--- src/sv/lru_page_replacement_top_assert.svh ---
// Assertion macros used by the page replacement top level.
`ifndef LRU_PAGE_REPLACEMENT_TOP_ASSERT_SVH
`define LRU_PAGE_REPLACEMENT_TOP_ASSERT_SVH

// Same-cycle implication, checked on every clock edge outside reset.
`define LRUPR_ASSERT_NOW(label, ante, cons, msg) \
   label: assert property (@(posedge clock) disable iff (reset) (ante) |-> (cons)) \
      else $error(msg);

// Next-cycle implication, checked on every clock edge outside reset.
`define LRUPR_ASSERT_NEXT(label, ante, cons, msg) \
   label: assert property (@(posedge clock) disable iff (reset) (ante) |=> (cons)) \
      else $error(msg);

`endif

--- src/sv/lrupr_pkg.sv ---
// Shared types for the page replacement block: sequencer states, scan flags and cell control.
package lrupr_pkg;

   // Sequencer states, one-hot
   typedef enum logic [2:0] {
      ST_IDLE   = 3'b001,
      ST_LOOK   = 3'b010,
      ST_UPDATE = 3'b100
   } state_type;

   // Prefix flags that ripple from frame 0 upward
   typedef struct packed {
      logic hit_seen;
      logic empty_seen;
   } scan_type;

   // Control broadcast from the sequencer to every cell
   typedef struct packed {
      logic look;
      logic update;
      logic hit_any;
      logic empty_any;
      logic write_page;
   } ctrl_type;

endpackage

--- src/sv/lrupr_cell.sv ---
// One frame cell: holds page, valid and recency rank, and joins the scan and collect chains.
module lrupr_cell #(
   parameter int FRAMES    = 4,
   parameter int PAGE_BITS = 8,
   parameter int INDEX     = 0,
   localparam int IDX_W    = $clog2(FRAMES)
) (
   input  logic                  clock,
   input  logic                  reset,
   input  lrupr_pkg::ctrl_type   ctrl,
   input  logic [PAGE_BITS-1:0]  page,
   input  logic [IDX_W-1:0]      sel_rank,
   input  lrupr_pkg::scan_type   scan_prev,
   output lrupr_pkg::scan_type   scan_next,
   input  logic [IDX_W-1:0]      idx_prev,
   output logic [IDX_W-1:0]      idx_next,
   input  logic [IDX_W-1:0]      rank_prev,
   output logic [IDX_W-1:0]      rank_next,
   input  logic [PAGE_BITS-1:0]  evict_prev,
   output logic [PAGE_BITS-1:0]  evict_next,
   output logic [IDX_W-1:0]      cell_rank
);

   logic [PAGE_BITS-1:0] page_ff;
   logic                 valid_ff;
   logic [IDX_W-1:0]     rank_ff;
   logic                 sel_ff;
   logic                 match;
   logic                 sel_now;

   // Compare against the request; an empty frame never matches
   assign match = valid_ff && (page_ff == page);

   // Extend the prefix flags to the next cell
   assign scan_next.hit_seen   = scan_prev.hit_seen | match;
   assign scan_next.empty_seen = scan_prev.empty_seen | ~valid_ff;

   // Claim the frame: first hit, else first empty, else least recent
   always_comb begin
      if (ctrl.hit_any) begin
         sel_now = match && !scan_prev.hit_seen;
      end else if (ctrl.empty_any) begin
         sel_now = !valid_ff && !scan_prev.empty_seen;
      end else begin
         sel_now = (rank_ff == '0);
      end
   end

   // Merge this cell's index, rank and victim page into the collect chain
   assign idx_next   = idx_prev | (sel_now ? IDX_W'(INDEX) : '0);
   assign rank_next  = rank_prev | (sel_now ? rank_ff : '0);
   assign evict_next = evict_prev |
                       ((sel_now && !ctrl.hit_any && !ctrl.empty_any) ? page_ff : '0);
   assign cell_rank  = rank_ff;

   // Hold frame state; latch the claim in lookup, apply it in update
   always_ff @(posedge clock) begin
      if (reset) begin
         valid_ff <= 1'b0;
         rank_ff  <= IDX_W'(INDEX);
         sel_ff   <= 1'b0;
      end else begin
         if (ctrl.look) begin
            sel_ff <= sel_now;
         end
         if (ctrl.update) begin
            if (sel_ff) begin
               rank_ff <= IDX_W'(FRAMES - 1);
               if (ctrl.write_page) begin
                  valid_ff <= 1'b1;
               end
            end else if (rank_ff > sel_rank) begin
               rank_ff <= rank_ff - 1'b1;
            end
         end
      end
   end

   // Store the page on a miss
   always_ff @(posedge clock) begin
      if (ctrl.update && ctrl.write_page && sel_ff) begin
         page_ff <= page;
      end
   end

endmodule

--- src/sv/lru_page_replacement_top.sv ---
// Top level: fully associative LRU page replacement built as a row of frame cells.
//
//  channel   ports                                   beat marked by
//  request   req_page_number                         start && !busy
//  response  rsp_hit, rsp_frame_index,               rsp_valid (one cycle)
//            rsp_evicted_valid, rsp_evicted_page
//
// An access runs from start through lookup and update, and its response beat comes
// while the block is idle again, when the next start can already be accepted.
// Lookup ripples the hit and empty scans and the collect chain across all FRAMES cells.
// Reset is synchronous; after it every frame is empty and frame 0 is least recent.
// The response cannot be stalled: rsp_valid is high for exactly one cycle per access.
`include "lru_page_replacement_top_assert.svh"

module lru_page_replacement_top #(
   parameter int FRAMES    = 4,
   parameter int PAGE_BITS = 8,
   localparam int IDX_W    = $clog2(FRAMES)
) (
   input  logic                 clock,
   input  logic                 reset,
   input  logic                 start,
   output logic                 busy,
   input  logic [PAGE_BITS-1:0] req_page_number,
   output logic                 rsp_valid,
   output logic                 rsp_hit,
   output logic [IDX_W-1:0]     rsp_frame_index,
   output logic                 rsp_evicted_valid,
   output logic [PAGE_BITS-1:0] rsp_evicted_page
);

   lrupr_pkg::state_type state_ff, state_in;
   lrupr_pkg::ctrl_type  ctrl;

   logic [PAGE_BITS-1:0] page_ff;
   logic                 hit_ff;
   logic                 empty_ff;
   logic [IDX_W-1:0]     idx_ff;
   logic [IDX_W-1:0]     sel_rank_ff;
   logic [PAGE_BITS-1:0] evict_ff;

   logic                 rsp_valid_ff;
   logic                 rsp_hit_ff;
   logic [IDX_W-1:0]     rsp_idx_ff;
   logic                 rsp_ev_valid_ff;
   logic [PAGE_BITS-1:0] rsp_ev_page_ff;

   lrupr_pkg::scan_type  scan [FRAMES+1];
   logic [IDX_W-1:0]     idx_chain [FRAMES+1];
   logic [IDX_W-1:0]     rank_chain [FRAMES+1];
   logic [PAGE_BITS-1:0] evict_chain [FRAMES+1];
   logic [IDX_W-1:0]     cell_rank [FRAMES];
   logic [FRAMES-1:0]    rank_seen;
   logic                 accept;

   assign busy   = (state_ff != lrupr_pkg::ST_IDLE);
   assign accept = start && !busy;

   // Advance lookup -> update -> idle
   always_comb begin
      unique case (state_ff)
         lrupr_pkg::ST_IDLE:   state_in = accept ? lrupr_pkg::ST_LOOK : lrupr_pkg::ST_IDLE;
         lrupr_pkg::ST_LOOK:   state_in = lrupr_pkg::ST_UPDATE;
         lrupr_pkg::ST_UPDATE: state_in = lrupr_pkg::ST_IDLE;
         default:              state_in = lrupr_pkg::ST_IDLE;
      endcase
   end

   always_ff @(posedge clock) begin
      if (reset) begin
         state_ff <= lrupr_pkg::ST_IDLE;
      end else begin
         state_ff <= state_in;
      end
   end

   // Drive cell control: live hit and empty scan results, and the latched hit for the page write
   assign ctrl.look       = (state_ff == lrupr_pkg::ST_LOOK);
   assign ctrl.update     = (state_ff == lrupr_pkg::ST_UPDATE);
   assign ctrl.hit_any    = scan[FRAMES].hit_seen;
   assign ctrl.empty_any  = scan[FRAMES].empty_seen;
   assign ctrl.write_page = !hit_ff;

   // Seed the chains at frame 0
   assign scan[0].hit_seen   = 1'b0;
   assign scan[0].empty_seen = 1'b0;
   assign idx_chain[0]       = '0;
   assign rank_chain[0]      = '0;
   assign evict_chain[0]     = '0;

   // Build the row of frame cells
   for (genvar g = 0; g < FRAMES; g++) begin : g_cell
      lrupr_cell #(
         .FRAMES    (FRAMES),
         .PAGE_BITS (PAGE_BITS),
         .INDEX     (g)
      ) u_cell (
         .clock      (clock),
         .reset      (reset),
         .ctrl       (ctrl),
         .page       (page_ff),
         .sel_rank   (sel_rank_ff),
         .scan_prev  (scan[g]),
         .scan_next  (scan[g+1]),
         .idx_prev   (idx_chain[g]),
         .idx_next   (idx_chain[g+1]),
         .rank_prev  (rank_chain[g]),
         .rank_next  (rank_chain[g+1]),
         .evict_prev (evict_chain[g]),
         .evict_next (evict_chain[g+1]),
         .cell_rank  (cell_rank[g])
      );
   end

   // Capture the request page on accept
   always_ff @(posedge clock) begin
      if (accept) begin
         page_ff <= req_page_number;
      end
   end

   // Hold lookup results for the update cycle
   always_ff @(posedge clock) begin
      if (ctrl.look) begin
         hit_ff      <= scan[FRAMES].hit_seen;
         empty_ff    <= scan[FRAMES].empty_seen;
         idx_ff      <= idx_chain[FRAMES];
         sel_rank_ff <= rank_chain[FRAMES];
         evict_ff    <= evict_chain[FRAMES];
      end
   end

   // Register the response beat
   always_ff @(posedge clock) begin
      if (reset) begin
         rsp_valid_ff <= 1'b0;
      end else begin
         rsp_valid_ff <= ctrl.update;
      end
   end

   always_ff @(posedge clock) begin
      if (ctrl.update) begin
         rsp_hit_ff      <= hit_ff;
         rsp_idx_ff      <= idx_ff;
         rsp_ev_valid_ff <= !hit_ff && !empty_ff;
         rsp_ev_page_ff  <= evict_ff;
      end
   end

   assign rsp_valid         = rsp_valid_ff;
   assign rsp_hit           = rsp_hit_ff;
   assign rsp_frame_index   = rsp_idx_ff;
   assign rsp_evicted_valid = rsp_ev_valid_ff;
   assign rsp_evicted_page  = rsp_ev_page_ff;

   // Mark which ranks are held, for the permutation check
   always_comb begin
      rank_seen = '0;
      for (int i = 0; i < FRAMES; i++) begin
         rank_seen[cell_rank[i]] = 1'b1;
      end
   end

   `LRUPR_ASSERT_NOW(a_state_onehot, 1'b1, $onehot(state_ff), "state not one-hot")
   `LRUPR_ASSERT_NOW(a_rank_perm, 1'b1, &rank_seen, "recency ranks not a permutation")
   `LRUPR_ASSERT_NOW(a_hit_no_evict, rsp_valid, !(rsp_hit && rsp_evicted_valid), "hit with eviction")
   `LRUPR_ASSERT_NOW(a_evict_zero, rsp_valid && !rsp_evicted_valid, rsp_evicted_page == '0, "stray evicted page")
   `LRUPR_ASSERT_NEXT(a_accept_busy, accept, busy && !rsp_valid, "accept did not start lookup")

endmodule
--- config.mk ---
export PLATFORM = sky130hd
export DESIGN_NAME = lru_page_replacement_top
export DESIGN_NICKNAME = d
export VERILOG_FILES = /design/src/sv/lrupr_pkg.sv /design/src/sv/lrupr_cell.sv /design/src/sv/lru_page_replacement_top.sv
export VERILOG_INCLUDE_DIRS = /design/src /design/src/sv
export SDC_FILE = /design/constraint.sdc
export NUM_CORES = 1
export LEC_CHECK = 0
export BUFFER_PORTS_ARGS = -buffer_cell sky130_fd_sc_hd__buf_2
export CAP_MARGIN = 20
export CORE_MARGIN = 4
export CORE_UTILIZATION = 35
export CTS_CLUSTER_SIZE = 24
export DETAILED_ROUTE_END_ITERATION = 6
export MAX_ROUTING_LAYER = met4
export PLACE_DENSITY = 0.49
export SLEW_MARGIN = 0
export SYNTH_ARGS = -nofsm -noshare
export SYNTH_HDL_FRONTEND = slang
export SYNTH_SLANG_ARGS = --single-unit
--- constraint.sdc ---
create_clock -name clock -period 4 [get_ports clock]
set_input_delay 1 -clock clock [delete_from_list [all_inputs] [get_ports clock]]
set_output_delay 1 -clock clock [all_outputs]
set_load 0.05 [all_outputs]
==> out/qor.csv <==
metric,value,unit
register area,2380,um2
vias in the first global route,2334,
Total GRT Usage,13.2,%
post-route ant nets,0,
cells on worst reg2reg path,5,
Synth top area share,50.3,%
area grow syn2layout,12.2,%
unrepaired setup endpoints after global routing,false,
RR Endpoint,evict_ff[3],
Max-cap violations,0,
count of input and output buffers,24,
post-synthesis sequential area ratio,60.5,%
worst skew pair latency,340,ps
PD cells,425,nW/um2
Worst Hold Depth,0,
Fin Hold WS,420,ps
post-CTS setup buffer count,0,
"Clk pin slew, worst setup/hold paths",70,ps
"EDFF count, synth",66,
top post-synthesis cells by count,"edfxtp_1, xnor2_1, nor2_1",
R2R Setup Slk,1760,ps
via count,2382,
fraction of registers with async set/reset,0,%
hold path endpoint,rsp_evicted_page[3],
"slowest stage delay, CP",550,ps
crit path time final,2240,ps
Syn Area/Cell,13.0,um2
design area,4420,um2
die width,114,um
Starting Density,36.0,%
crit path max-delay cell type,edfxtp_1,
FP Rows,38,
area of the multi-input gates,1380,um2
crit-path max FO,8,
crit-path cells,xnor2_1 > nand3_1 > nor3_2 > or4b_1 > a21oi_2,
Detailed Route WL,7740,um
CP endpoint kind,flip-flop,
Root Driver,clkbuf_16,
Layout fillers,1060,
initial drt markers,157,
leading area contributor after synthesis,edfxtp_1,
fin crit share,55.9,%
Wirelength per Cell,16.5,um
drt first pass iters,5,
CP required,4070,ps
Leak,1.53,nW
Slew headroom,40.7,%
CTS sink cnt,86,
status,finished clean,
Setup TNS,0,ps
Area after DPL,4120,um2
worst r2r src,page_ff[4],
total grt overflow,0,
Core ar.,10900,um2
Final Power,1.88,mW
hpwl dp,5650,um
CTS tree,built,
hold_sp,evict_ff[3],
share of cells above drive strength 1,21.3,%
WP data arrival,2310,ps
Clock Path Buffers,2,
endpoints failing setup,0,
CTS buffer count,9,
Syn Inst Count,304,
Final Hold Vio Count,0,
crit path buf inv count,0,
# hold bufs at CTS,0,
CP Class,reg -> reg,
largest net degree at the start of global routing,21,
Least-Margin Pin Slew,885,ps
Hold/Removal Path Class,reg -> reg,
CTS resizes,0,
post-synthesis register bit count,86,
H-Tree Depth,3,
# diodes,0,
Yosys cell types,50,
first-pass GRT wire length,12700,um
Via density,5.08,
initial antenna violation count,0,
Die Area,13000,um2
"count leader, synth",edfxtp_1,
Main synth FF type,edfxtp_1,
CP top delay family,simple AND/OR/NAND/NOR gates,
Synth area leaders,"edfxtp_1, dfxtp_1, xnor2_1",
synth warn,0,
Post-Syn Area,3940,um2
clk_skew,8.61,ps
Post-Syn Nets,327,
Die H,114,um
drt drc,0,
f_max,0.447,GHz
startpoint types,flip-flop,
Routability Congestion,0.772,
final net count,347,
Max VDD drop,0.000158,V
Final Max Slew Viols,0,
io pins,25,
[worst register-to-register path, cell delays in order (launching register included)]
cell	delay [ps]
edfxtp_1	550
xnor2_1	230
nand3_1	130
nor3_2	490
or4b_1	510
a21oi_2	60
[stage by stage]
| step | std cells | setup slack (ps) | util (%) |
|---|---|---|---|
| after floorplan | 304 | 2160 | - |
| after detailed placement | 453 | 1760 | 37.7 |
| final | 469 | 1760 | 40.4 |
| after global placement | 453 | 1780 | 37.7 |
| after global routing | 469 | 1590 | 40.4 |
| after CTS | 469 | 1740 | 40.4 |
[flip-flops by register name, indices dropped and copies added, names as in the netlist]
signal,count
state_ff,3
sel_rank_ff,2
page_ff,8
idx_ff,2
evict_ff,8
g_cell.u_cell.page_ff,32
hit_ff,1
rsp_valid,1
rsp_evicted_page,8
rsp_hit,1
g_cell.u_cell.valid_ff,4
g_cell.u_cell.sel_ff,4
g_cell.u_cell.cell_rank,8
rsp_frame_index,2
empty_ff,1
rsp_evicted_valid,1
[report_power, final]
part	total, mW	internal, mW	switching [mW]
registers	0.989	0.971	0.0185
clock network	0.835	0.488	0.347
logic	0.0550	0.0235	0.0315
total	1.88	1.48	0.397
[kinds of logic (layout without fill, tap and decap cells)]
logic type	after synthesis	count (layout)	synth area share (%)
and+or+nand+nor	89	89	13.5
AOI/OAI and AO/OA	53	53	10.4
xor gates and xnor gates	32	32	7.11
DFF	86	86	60.5
adders and majority gates	12	12	3.81
buffers and inverters	32	57	4.73
[final cells by class]
type	count	share of cell area, %
well taps	140	3.96
flip-flops and latches	86	53.9
clock buffers	10	5.18
multi-input cells	186	31.2
inverters	17	1.44
clock inverters	6	1.56
repair buffers	24	2.72
[placed cells by master, fill, tap and decap left out, types with 4 or more instances in the layout]
| master | n |
|---|---|
| buf_2 | 24 |
| nand3_1 | 4 |
| dfxtp_1 | 20 |
| nand2_1 | 22 |
| clkbuf_16 | 9 |
| nand4_2 | 4 |
| o21bai_1 | 4 |
| edfxtp_1 | 66 |
| xnor2_1 | 32 |
| a22oi_1 | 4 |
| nor2_1 | 26 |
| a21oi_1 | 11 |
| a222oi_1 | 8 |
| ha_1 | 12 |
| a21oi_2 | 8 |
| inv_1 | 16 |
[how the worst max path moves through the flow]
stage          startpoint        endpoint  slack, ps  cells past startpoint
6_report       page_ff[4]     evict_ff[3]       1760                      5
5_1_grt        page_ff[3]  sel_rank_ff[0]       1590                      6
4_1_cts        page_ff[4]     evict_ff[3]       1740                      5
3_5_place_dp   page_ff[4]     evict_ff[3]       1760                      5
3_3_place_gp   page_ff[4]     evict_ff[3]       1780                      5
2_1_floorplan  page_ff[3]  sel_rank_ff[0]       2160                      7
[metal layers]
metal,vias up,routed length (um),GRT usage [%]
li1,1150,-,-
met1,1152,3760,18.2
met2,66,3460,18.8
met3,14,367,2.96
met4,0,156,5.94
met5,-,0,-
(Power assumes the default switching activity.)
